$ cat config.mk
export PLATFORM = sky130hd
export DESIGN_NAME = time_of_day_next_match
export DESIGN_NICKNAME = d
export VERILOG_FILES = /design/src/rtl/core/tdnm_pkg.sv /design/src/rtl/core/tdnm_search.sv /design/src/rtl/core/tdnm_secs.sv /design/src/rtl/core/tdnm_scale.sv /design/src/rtl/core/time_of_day_next_match.sv
export SDC_FILE = /design/constraint.sdc
export NUM_CORES = 1
export LEC_CHECK = 0
export BUFFER_PORTS_ARGS = -buffer_cell sky130_fd_sc_hd__buf_2
export CAP_MARGIN = 20
export CORE_MARGIN = 4
export CORE_UTILIZATION = 35
export DETAILED_ROUTE_END_ITERATION = 6
export HOLD_SLACK_MARGIN = 0.03
export SLEW_MARGIN = 20
export SYNTH_ARGS = -nofsm -noshare
export SYNTH_HDL_FRONTEND = slang
export SYNTH_SLANG_ARGS = --single-unit
$ cat constraint.sdc
create_clock -name clock -period 6.6 [get_ports clock]
set_input_delay 1.98 -clock clock [delete_from_list [all_inputs] [get_ports clock]]
set_output_delay 1.98 -clock clock [all_outputs]
set_load 0.05 [all_outputs]
$ cat src/rtl/core/tdnm_pkg.sv
// tdnm_pkg: shared types, constants and the priority search function
// for the time-of-day next-match pipeline. No dependencies.
`default_nettype none

package tdnm_pkg;

   // field widths
   localparam int HOUR_W = 5;
   localparam int UNIT_W = 6;
   localparam int MSEC_W = 10;
   localparam int WAIT_W = 27;
   localparam int SECS_W = 17;
   localparam int DAYS_W = 18;
   localparam int CSR_W  = 60;
   localparam int IDX_W  = 2;

   // time constants
   localparam logic [HOUR_W-1:0] HOUR_MAX      = 5'd23;
   localparam logic [UNIT_W-1:0] UNIT_MAX      = 6'd59;
   localparam logic [MSEC_W-1:0] MSEC_MAX      = 10'd999;
   localparam logic [DAYS_W-1:0] SEC_PER_HOUR  = 18'd3600;
   localparam logic [DAYS_W-1:0] SEC_PER_MIN   = 18'd60;
   localparam logic [DAYS_W-1:0] SEC_PER_DAY   = 18'd86400;
   localparam logic [WAIT_W-1:0] MS_PER_SEC    = 27'd1000;
   localparam logic [WAIT_W-1:0] MAX_WAIT_INIT = 27'd86400000;

   // register indexes
   localparam logic [IDX_W-1:0] REG_HOUR_SET   = 2'd0;
   localparam logic [IDX_W-1:0] REG_MINUTE_SET = 2'd1;
   localparam logic [IDX_W-1:0] REG_SECOND_SET = 2'd2;
   localparam logic [IDX_W-1:0] REG_MAX_WAIT   = 2'd3;

   // result status codes
   localparam logic [1:0] STAT_OK    = 2'd0;
   localparam logic [1:0] STAT_EMPTY = 2'd1;
   localparam logic [1:0] STAT_LONG  = 2'd2;

   typedef struct packed {
      logic [23:0] hour_set;
      logic [59:0] minute_set;
      logic [59:0] second_set;
   } sets_type;

   typedef struct packed {
      logic [HOUR_W-1:0] hour;
      logic [UNIT_W-1:0] minute;
      logic [UNIT_W-1:0] second;
   } hms_type;

   typedef struct packed {
      hms_type           now;
      hms_type           next;
      logic              wrap;
      logic              empty;
      logic [MSEC_W-1:0] msec;
   } match_type;

   typedef struct packed {
      logic [SECS_W-1:0] diff;
      hms_type           next;
      logic              empty;
      logic [MSEC_W-1:0] msec;
   } diff_type;

   typedef struct packed {
      logic [WAIT_W-1:0] wait_ms;
      hms_type           next;
      logic              empty;
   } wait_type;

   typedef struct packed {
      logic              found;
      logic [UNIT_W-1:0] idx;
   } find_type;

   // lowest set bit of a 60-bit vector
   function automatic find_type lowest_set(input logic [59:0] vec);
      find_type r;
      r.found = |vec;
      r.idx   = '0;
      for (int i = 59; i >= 0; i--) begin
         if (vec[i]) begin
            r.idx = UNIT_W'(i);
         end
      end
      return r;
   endfunction

endpackage

`default_nettype wire

$ cat src/rtl/core/tdnm_search.sv
// tdnm_search: first pipeline stage, clamps the time of day and searches
// the hour, minute and second sets for the next match. Uses tdnm_pkg.
`default_nettype none

module tdnm_search
   import tdnm_pkg::*;
(
   input  wire logic              clock,
   input  wire logic              reset,
   input  wire sets_type          sets,
   input  wire logic              in_valid,
   output logic                   in_ready,
   input  wire logic [HOUR_W-1:0] in_hour,
   input  wire logic [UNIT_W-1:0] in_minute,
   input  wire logic [UNIT_W-1:0] in_second,
   input  wire logic [MSEC_W-1:0] in_msec,
   output logic                   out_valid,
   input  wire logic              out_ready,
   output match_type              out_data
);

   logic              valid_ff;
   match_type         data_ff;
   match_type         data_in;
   logic [HOUR_W-1:0] h_c;
   logic [UNIT_W-1:0] m_c;
   logic [UNIT_W-1:0] s_c;
   logic [MSEC_W-1:0] ms_c;
   logic [5:0]        h_shift;
   logic [6:0]        m_shift;
   logic [6:0]        s_shift;
   logic [23:0]       hours_after;
   find_type          f_hour;
   find_type          f_minute;
   find_type          f_second;
   find_type          a_hour;
   find_type          a_minute;
   find_type          a_second;
   logic              hour_hit;
   logic              minute_hit;

   // clamp out-of-range fields
   always_comb begin
      h_c  = (in_hour   > HOUR_MAX) ? HOUR_MAX : in_hour;
      m_c  = (in_minute > UNIT_MAX) ? UNIT_MAX : in_minute;
      s_c  = (in_second > UNIT_MAX) ? UNIT_MAX : in_second;
      ms_c = (in_msec   > MSEC_MAX) ? MSEC_MAX : in_msec;
   end

   // bits strictly above the current position
   assign h_shift     = 6'(h_c) + 6'd1;
   assign m_shift     = 7'(m_c) + 7'd1;
   assign s_shift     = 7'(s_c) + 7'd1;
   assign hours_after = sets.hour_set & ({24{1'b1}} << h_shift);

   assign f_hour   = lowest_set({36'd0, sets.hour_set});
   assign f_minute = lowest_set(sets.minute_set);
   assign f_second = lowest_set(sets.second_set);
   assign a_hour   = lowest_set({36'd0, hours_after});
   assign a_minute = lowest_set(sets.minute_set & ({60{1'b1}} << m_shift));
   assign a_second = lowest_set(sets.second_set & ({60{1'b1}} << s_shift));

   assign hour_hit   = sets.hour_set[h_c];
   assign minute_hit = sets.minute_set[m_c];

   // pick the next run time, carrying into minute, hour and next day
   always_comb begin
      data_in.now.hour   = h_c;
      data_in.now.minute = m_c;
      data_in.now.second = s_c;
      data_in.msec       = ms_c;
      data_in.empty      = !(f_hour.found && f_minute.found && f_second.found);
      data_in.wrap       = 1'b0;
      if (hour_hit && minute_hit && a_second.found) begin
         data_in.next.hour   = h_c;
         data_in.next.minute = m_c;
         data_in.next.second = a_second.idx;
      end else if (hour_hit && a_minute.found) begin
         data_in.next.hour   = h_c;
         data_in.next.minute = a_minute.idx;
         data_in.next.second = f_second.idx;
      end else if (a_hour.found) begin
         data_in.next.hour   = a_hour.idx[HOUR_W-1:0];
         data_in.next.minute = f_minute.idx;
         data_in.next.second = f_second.idx;
      end else begin
         data_in.next.hour   = f_hour.idx[HOUR_W-1:0];
         data_in.next.minute = f_minute.idx;
         data_in.next.second = f_second.idx;
         data_in.wrap        = 1'b1;
      end
   end

   // stage register
   assign in_ready = !valid_ff || out_ready;

   always_ff @(posedge clock) begin
      if (reset) begin
         valid_ff <= 1'b0;
      end else if (in_ready) begin
         valid_ff <= in_valid;
      end
   end

   always_ff @(posedge clock) begin
      if (in_ready && in_valid) begin
         data_ff <= data_in;
      end
   end

   assign out_valid = valid_ff;
   assign out_data  = data_ff;

endmodule

`default_nettype wire

$ cat src/rtl/core/tdnm_secs.sv
// tdnm_secs: second pipeline stage, turns both times into seconds of the
// day and forms their difference. Uses tdnm_pkg.
`default_nettype none

module tdnm_secs
   import tdnm_pkg::*;
(
   input  wire logic      clock,
   input  wire logic      reset,
   input  wire logic      in_valid,
   output logic           in_ready,
   input  wire match_type in_data,
   output logic           out_valid,
   input  wire logic      out_ready,
   output diff_type       out_data
);

   logic              valid_ff;
   diff_type          data_ff;
   diff_type          data_in;
   logic [DAYS_W-1:0] now_sec;
   logic [DAYS_W-1:0] next_sec;
   logic [DAYS_W-1:0] day_add;

   // seconds of the day, next day adds a full day
   assign now_sec  = DAYS_W'(in_data.now.hour) * SEC_PER_HOUR
                   + DAYS_W'(in_data.now.minute) * SEC_PER_MIN
                   + DAYS_W'(in_data.now.second);
   assign day_add  = in_data.wrap ? SEC_PER_DAY : '0;
   assign next_sec = DAYS_W'(in_data.next.hour) * SEC_PER_HOUR
                   + DAYS_W'(in_data.next.minute) * SEC_PER_MIN
                   + DAYS_W'(in_data.next.second) + day_add;

   always_comb begin
      data_in.diff  = SECS_W'(next_sec - now_sec);
      data_in.next  = in_data.next;
      data_in.empty = in_data.empty;
      data_in.msec  = in_data.msec;
   end

   // stage register
   assign in_ready = !valid_ff || out_ready;

   always_ff @(posedge clock) begin
      if (reset) begin
         valid_ff <= 1'b0;
      end else if (in_ready) begin
         valid_ff <= in_valid;
      end
   end

   always_ff @(posedge clock) begin
      if (in_ready && in_valid) begin
         data_ff <= data_in;
      end
   end

   assign out_valid = valid_ff;
   assign out_data  = data_ff;

endmodule

`default_nettype wire

$ cat src/rtl/core/tdnm_scale.sv
// tdnm_scale: third pipeline stage, scales the seconds difference to
// milliseconds and takes off the current milliseconds. Uses tdnm_pkg.
`default_nettype none

module tdnm_scale
   import tdnm_pkg::*;
(
   input  wire logic     clock,
   input  wire logic     reset,
   input  wire logic     in_valid,
   output logic          in_ready,
   input  wire diff_type in_data,
   output logic          out_valid,
   input  wire logic     out_ready,
   output wait_type      out_data
);

   logic              valid_ff;
   wait_type          data_ff;
   wait_type          data_in;
   logic [WAIT_W-1:0] product;

   // constant multiply by 1000, then subtract the milliseconds
   assign product = WAIT_W'(in_data.diff) * MS_PER_SEC;

   always_comb begin
      data_in.wait_ms = product - WAIT_W'(in_data.msec);
      data_in.next    = in_data.next;
      data_in.empty   = in_data.empty;
   end

   // stage register
   assign in_ready = !valid_ff || out_ready;

   always_ff @(posedge clock) begin
      if (reset) begin
         valid_ff <= 1'b0;
      end else if (in_ready) begin
         valid_ff <= in_valid;
      end
   end

   always_ff @(posedge clock) begin
      if (in_ready && in_valid) begin
         data_ff <= data_in;
      end
   end

   assign out_valid = valid_ff;
   assign out_data  = data_ff;

endmodule

`default_nettype wire

$ cat src/rtl/core/time_of_day_next_match.sv
// time_of_day_next_match: top level, configuration registers, three search
// and arithmetic stages and the result register. Uses tdnm_pkg, tdnm_search,
// tdnm_secs and tdnm_scale.
//
//   channel   direction  handshake             contents
//   req_      in         req_valid/req_ready   current time of day with ms
//   rsp_      out        rsp_valid/rsp_ready   wait, next run time, status
//   csr_      in         csr_write             register index and data
//
// Four register stages: set search, seconds difference, millisecond scaling,
// status and result register. One transaction can be accepted in every cycle
// while rsp_ready is high. Each stage holds its own valid bit and moves when
// the stage after it is empty or draining, so a stalled result backs up the
// pipe without losing or repeating a transaction. Reset empties the pipe,
// clears the three sets and loads the maximum wait with one full day.
`default_nettype none

module time_of_day_next_match
   import tdnm_pkg::*;
(
   input  wire logic              clock,
   input  wire logic              reset,
   input  wire logic              req_valid,
   output logic                   req_ready,
   input  wire logic [HOUR_W-1:0] req_current_hour,
   input  wire logic [UNIT_W-1:0] req_current_minute,
   input  wire logic [UNIT_W-1:0] req_current_second,
   input  wire logic [MSEC_W-1:0] req_current_millisecond,
   output logic                   rsp_valid,
   input  wire logic              rsp_ready,
   output logic [WAIT_W-1:0]      rsp_wait_ms,
   output logic [HOUR_W-1:0]      rsp_next_hour,
   output logic [UNIT_W-1:0]      rsp_next_minute,
   output logic [UNIT_W-1:0]      rsp_next_second,
   output logic [1:0]             rsp_status,
   input  wire logic              csr_write,
   input  wire logic [IDX_W-1:0]  csr_index,
   input  wire logic [CSR_W-1:0]  csr_wdata
);

   sets_type          sets_ff;
   logic [WAIT_W-1:0] max_wait_ff;
   logic              s1_valid;
   logic              s1_ready;
   match_type         s1_data;
   logic              s2_valid;
   logic              s2_ready;
   diff_type          s2_data;
   logic              s3_valid;
   logic              s3_ready;
   wait_type          s3_data;
   logic              rsp_valid_ff;
   logic [WAIT_W-1:0] wait_ff;
   logic [WAIT_W-1:0] wait_in;
   hms_type           next_ff;
   hms_type           next_in;
   logic [1:0]        status_ff;
   logic [1:0]        status_in;

   // configuration registers
   always_ff @(posedge clock) begin
      if (reset) begin
         sets_ff     <= '0;
         max_wait_ff <= MAX_WAIT_INIT;
      end else if (csr_write) begin
         case (csr_index)
            REG_HOUR_SET:   sets_ff.hour_set   <= csr_wdata[23:0];
            REG_MINUTE_SET: sets_ff.minute_set <= csr_wdata;
            REG_SECOND_SET: sets_ff.second_set <= csr_wdata;
            REG_MAX_WAIT:   max_wait_ff        <= csr_wdata[WAIT_W-1:0];
            default:        sets_ff            <= sets_ff;
         endcase
      end
   end

   tdnm_search u_search (
      .clock     (clock),
      .reset     (reset),
      .sets      (sets_ff),
      .in_valid  (req_valid),
      .in_ready  (req_ready),
      .in_hour   (req_current_hour),
      .in_minute (req_current_minute),
      .in_second (req_current_second),
      .in_msec   (req_current_millisecond),
      .out_valid (s1_valid),
      .out_ready (s1_ready),
      .out_data  (s1_data)
   );

   tdnm_secs u_secs (
      .clock     (clock),
      .reset     (reset),
      .in_valid  (s1_valid),
      .in_ready  (s1_ready),
      .in_data   (s1_data),
      .out_valid (s2_valid),
      .out_ready (s2_ready),
      .out_data  (s2_data)
   );

   tdnm_scale u_scale (
      .clock     (clock),
      .reset     (reset),
      .in_valid  (s2_valid),
      .in_ready  (s2_ready),
      .in_data   (s2_data),
      .out_valid (s3_valid),
      .out_ready (s3_ready),
      .out_data  (s3_data)
   );

   // status and zeroing of fields
   always_comb begin
      if (s3_data.empty) begin
         status_in = STAT_EMPTY;
         wait_in   = '0;
         next_in   = '0;
      end else if (s3_data.wait_ms >= max_wait_ff) begin
         status_in = STAT_LONG;
         wait_in   = '0;
         next_in   = s3_data.next;
      end else begin
         status_in = STAT_OK;
         wait_in   = s3_data.wait_ms;
         next_in   = s3_data.next;
      end
   end

   // result register
   assign s3_ready = !rsp_valid_ff || rsp_ready;

   always_ff @(posedge clock) begin
      if (reset) begin
         rsp_valid_ff <= 1'b0;
      end else if (s3_ready) begin
         rsp_valid_ff <= s3_valid;
      end
   end

   always_ff @(posedge clock) begin
      if (s3_ready && s3_valid) begin
         wait_ff   <= wait_in;
         next_ff   <= next_in;
         status_ff <= status_in;
      end
   end

   assign rsp_valid       = rsp_valid_ff;
   assign rsp_wait_ms     = wait_ff;
   assign rsp_next_hour   = next_ff.hour;
   assign rsp_next_minute = next_ff.minute;
   assign rsp_next_second = next_ff.second;
   assign rsp_status      = status_ff;

endmodule

`default_nettype wire

# Word-level counts from Yosys, hierarchy flattened

Index checks and enable logic that the tools add are counted.

Bitwise gates (word level): 3
$add $sub $neg: 10
Multiplexer cells: 301
Shift-type cells: 3
Magnitude comparators: 7
Multipliers: 5
Reduce and logical (&&, ||, !) cells: 31
Equal/unequal tests: 3

Operators with widths:

| cell                    | number |
|---|---|
| $mux W6                 | 242 |
| $mux W5                 | 49 |
| $reduce_or A60 Y1       | 4 |
| $and A60 B60 Y60        | 2 |
| $shl A60 B7 Y60 const A | 2 |
| $mux W17                | 4 |
| $reduce_or A24 Y1       | 2 |
| $add A17 B12 Y17        | 2 |
| $add A17 B6 Y17         | 2 |
| $ge A27 B27 Y1          | 1 |
| $sub A27 B10 Y27        | 1 |
| $mul A5 B8 Y13 const B  | 2 |
| $and A24 B24 Y24        | 1 |
| $mul A17 B7 Y24 const B | 1 |
| $shl A24 B6 Y24 const A | 1 |
| $mul A6 B4 Y10 const B  | 2 |
| $add A17 B17 Y17        | 1 |
| $sub A17 B17 Y17        | 1 |
| $add A6 B1 Y7 const B   | 2 |
| $gt A6 B6 Y1 const B    | 2 |
| $gt A10 B10 Y1 const B  | 1 |
| $logic_and A1 B1 Y1     | 9 |
| $reduce_and A2 Y1       | 4 |
| $lt A6 B7 Y1 const B    | 1 |
| other kinds (13)        | 24 |

Bits in registers: 357
Word-level logic and storage cells: 396

# Depth between registers and ports, before layout

Depth in word-level cells: 67
Depth in mapped cells: 24
Gate-level depth less buffers: 24

# Cells and area by module

Synthesis repeated with hierarchy kept, for this count alone.

Cells, all modules: 3221
Area, all modules: 27533.9 um2

Modules (own cells, without submodules):

| module                 | area each (um2) | cells each | instances | seq. area each (um2) |
|---|---|---|---|---|
| tdnm_search            | 8718.4          | 1304       | 1         | 1401.3 |
| time_of_day_next_match | 8595.7          | 972        | 1         | 4824.6 |
| tdnm_secs              | 5143.7          | 469        | 1         | 1371.3 |
| tdnm_scale             | 5076.1          | 476        | 1         | 1371.3 |

# Least setup slack after synthesis

OpenSTA, ideal clock, no wires.

Path kind: input to register
Start: in rsp_ready
End: reg u_scale.data_ff, in the netlist u_scale.out_data[0] (enable)
Data arrival time: 5.362 ns
Setup time: 0.517 ns
Stages: 2
Path slack: 0.721 ns
Required time: 6.083 ns
Buffers on the path: 0
Cell sequence: nor2b_1 -> a21boi_0

Longest elaborated chain between the ends: 3

Ends and longest elaborated chain:

| element                | line                          | RTL |
|---|---|---|
| start: declaration     | time_of_day_next_match.sv:30  | `input wire logic rsp_ready,` |
| $logic_or A1 B1 Y1     | time_of_day_next_match.sv:131 | `assign s3_ready = !rsp_valid_ff \|\| rsp_ready;` |
| $logic_or A1 B1 Y1     | tdnm_scale.sv:33              | `assign in_ready = !valid_ff \|\| out_ready;` |
| $logic_and A1 B1 Y1    | tdnm_scale.sv:44              | `if (in_ready && in_valid) begin` |
| end signal: assignment | tdnm_scale.sv:45              | `data_ff <= data_in;` |
| end: declaration       | tdnm_scale.sv:19              | `wait_type data_ff;` |

Every way passes these cells.
A chain may end at the register's enable or synchronous reset.

==> metrics.csv <==
metric,value,unit
status,"finished, final reports clean",
die area,81840,um2
fmax,164.2,MHz
synth warn,0,
Std-Cell Rows,101,
M1 wire length,38.39,mm
Mapped Area,27060,um2
Startpoint Class,register,
initial antenna violation count,4,
Core Area,76330,um2
"Distinct cells, synth",112,
I/O pins,142,
# setup viols final,0,
Syn Area/Cell,8.702,um2
WL final,85.93,mm
DR vias/cell,5.478,
ys flop type,edfxtp_1,
fill count,7855,
Die Span Y,286.1,um
Die W,286.1,um
register area share after synthesis,33.14,%
H-tree levels,2,
dpl ws,279.9,ps
Initial DRC Count,2084,
Worst Path Arrival,6390,ps
Hold Path Class,reg2reg,
Area Overhead vs Synth,11.36,%
relative slew slack,32.24,%
starting density of the core,35.46,%
Synthesized Nets,3514,
highest routed layer,met5,
Final HPWL DP,67.81,mm
Hold Slack,415.2,ps
kind of critical path,reg2reg,
DR WL met3,5.564,mm
clock skew,23.85,ps
metal2 WL,39.44,mm
hold_buf cts,0,
sum of negative setup slack,0,ps
Max clock buf depth,3,
postcts setup bufs,0,
Num Clock Sinks,357,
MaxCap Viol Count,0,
Post-synth EDFFs,182,
largest net degree at the start of global routing,76,
Synth Register Bits,357,
Port-buffer cells,141,
share of post-route cells with drive strength above 1,10.70,%
final worst slack,511.2,ps
total track usage,20.28,%
DRC,0,
Synth Instances,3110,
Placer Congestion,0.9872,
worst-margin pin slew,1016,ps
final worst path period need,6089,ps
Root Driver,clkbuf_16,
grt ovf,0,
Final ANT Viol Nets,0,
final period utilization,92.25,%
routed length per instance,20.22,um
Async SR Flop Fraction,0,%
Final #Nets,3588,
Fin. Hold Viols,0,
TritonCTS clock tree,yes,
RSZ-0062 raised after global routing,no,
TritonCTS Buffers,39,
final slew viol count,0,
WP data required,6910,ps
CP endpoint kind,register,
first-pass GRT wire length,131.0,mm
Worst Path Max Fanout,5,
drt first pass iters,6,
vias in the first global route,21980,
DR vias,23280,
Post-CTS Resized,0,
worst skew pair latency,570,ps
clk slew on worst S/H paths,60,ps
==> final cells by class <==
type | count | area, um2 | share of cell area (%)
Antenna cell | 4 | 10.01 | 0.03321
Timing Repair Buffer | 192 | 1129 | 3.744
Clock buffer | 54 | 1116 | 3.703
Inverter | 276 | 1036 | 3.437
Clock inverter | 18 | 180.2 | 0.5978
Tap cell | 1030 | 1289 | 4.276
Sequential cell | 357 | 8969 | 29.76
Multi-Input combinational cell | 2318 | 16410 | 54.45
==> logic make-up (layout without fill, tap and decap cells) <==
kind of cell | after synthesis | count (layout) | share of synthesized area, %
fa+ha+maj | 310 | 310 | 17.47
buf+inv | 435 | 540 | 6.472
other cells | 0 | 4 | 0
compound gates | 870 | 870 | 21.37
mux | 21 | 21 | 0.9847
simple gates | 1043 | 1043 | 18.13
flops | 357 | 357 | 33.14
xor+xnor | 74 | 74 | 2.446
==> cells in the mapped netlist (27+ instances only) <==
master | count | share of area, %
a21oi_1 | 313 | 5.8
a21o_1 | 29 | 0.80
nor4_1 | 37 | 0.86
nor3_1 | 54 | 1.0
o21a_1 | 27 | 0.75
nor2b_1 | 55 | 1.3
a31oi_1 | 31 | 0.72
o21ai_0 | 130 | 2.4
o211ai_1 | 30 | 0.83
nor2_1 | 174 | 2.4
xnor2_1 | 57 | 1.8
edfxtp_1 | 182 | 20
fa_1 | 113 | 8.4
ha_1 | 197 | 9.1
clkbuf_1 | 110 | 1.5
nand2_1 | 482 | 6.7
inv_1 | 274 | 3.8
nand4_1 | 27 | 0.62
nand3_1 | 44 | 0.81
dfxtp_1 | 175 | 13
nand2b_1 | 33 | 0.76
buf_2 | 29 | 0.54
and2_1 | 46 | 1.1
==> layer usage <==
layer | track usage, % | vias to the layer above
met5 | 0 | -
met4 | 5.340 | 2
met3 | 3.068 | 161
met2 | 33.55 | 835
met1 | 27.79 | 11040
li1 | - | 11240
==> worst max-delay path, cell delays in order, from the launching register on <==
cell	delay, ps
edfxtp_1	500
fa_1	540
inv_1	60
fa_1	550
inv_1	60
ha_1	290
a21o_1	180
a21oi_1	220
o21bai_1	90
a21oi_1	230
o21bai_1	90
a21oi_1	170
xnor2_1	90
ha_1	270
inv_1	50
fa_1	520
inv_1	50
fa_1	440
ha_1	350
nand3_1	100
nand2_1	50
a41o_1	220
o41ai_1	390
o21ai_0	190
xnor2_1	140
==> per-stage QoR <==
| stage | util [%] | instances | cell area (um2) |
|---|---|---|---|
| finish | 39.49 | 4249 | 30140 |
| floorplan | - | 3110 | 27060 |
| global route | 39.47 | 4245 | 30130 |
| CTS | 39.45 | 4244 | 30110 |
| global placement | 37.75 | 4172 | 28810 |
| detailed placement | 37.75 | 4172 | 28810 |
==> state kept, by name, summed over array words and instances, names as in the netlist <==
name and count:
max_wait_ff 27, rsp_wait_ms 27, rsp_next_hour 5, u_search.out_valid 1
u_search.out_data 46, rsp_valid 1, rsp_next_second 6, rsp_next_minute 6
u_secs.out_data 45, u_secs.out_valid 1, u_scale.out_data 45, u_scale.out_valid 1
sets_ff 144, rsp_status 2
==> placed cells by master, fill, tap and decap left out, drive strengths merged, types with 24 or more instances in the layout <==
master,Yosys,routed
a211oi,24,24
a21o,29,29
a21oi,315,315
a31oi,35,35
and2,46,46
buf,49,192
clkbuf,110,54
dfxtp,175,175
edfxtp,182,182
fa,113,113
ha,197,197
inv,275,280
nand2,482,482
nand2b,33,33
nand3,45,45
nand4,27,27
nor2,174,174
nor2b,56,56
nor3,54,54
nor4,37,37
o211ai,30,30
o21a,27,27
o21ai,145,145
o21bai,24,24
o31ai,25,25
xnor2,57,57
==> final timing paths <==
path | startpoint | to | slack (ps) | cells past startpoint
worst max-delay path | u_search.out_data[20] | u_secs.out_data[44] | 510 | 24
worst min-delay path | u_secs.out_data[27] | u_scale.out_data[17] | 420 | 0
worst max register to register | u_search.out_data[20] | u_secs.out_data[44] | 510 | 24
worst min register to register | u_secs.out_data[27] | u_scale.out_data[17] | 420 | 0
Power is left out: the tool's default activity adds up to more than one toggle a clock period on the data nets, which glitch-free logic cannot reach.
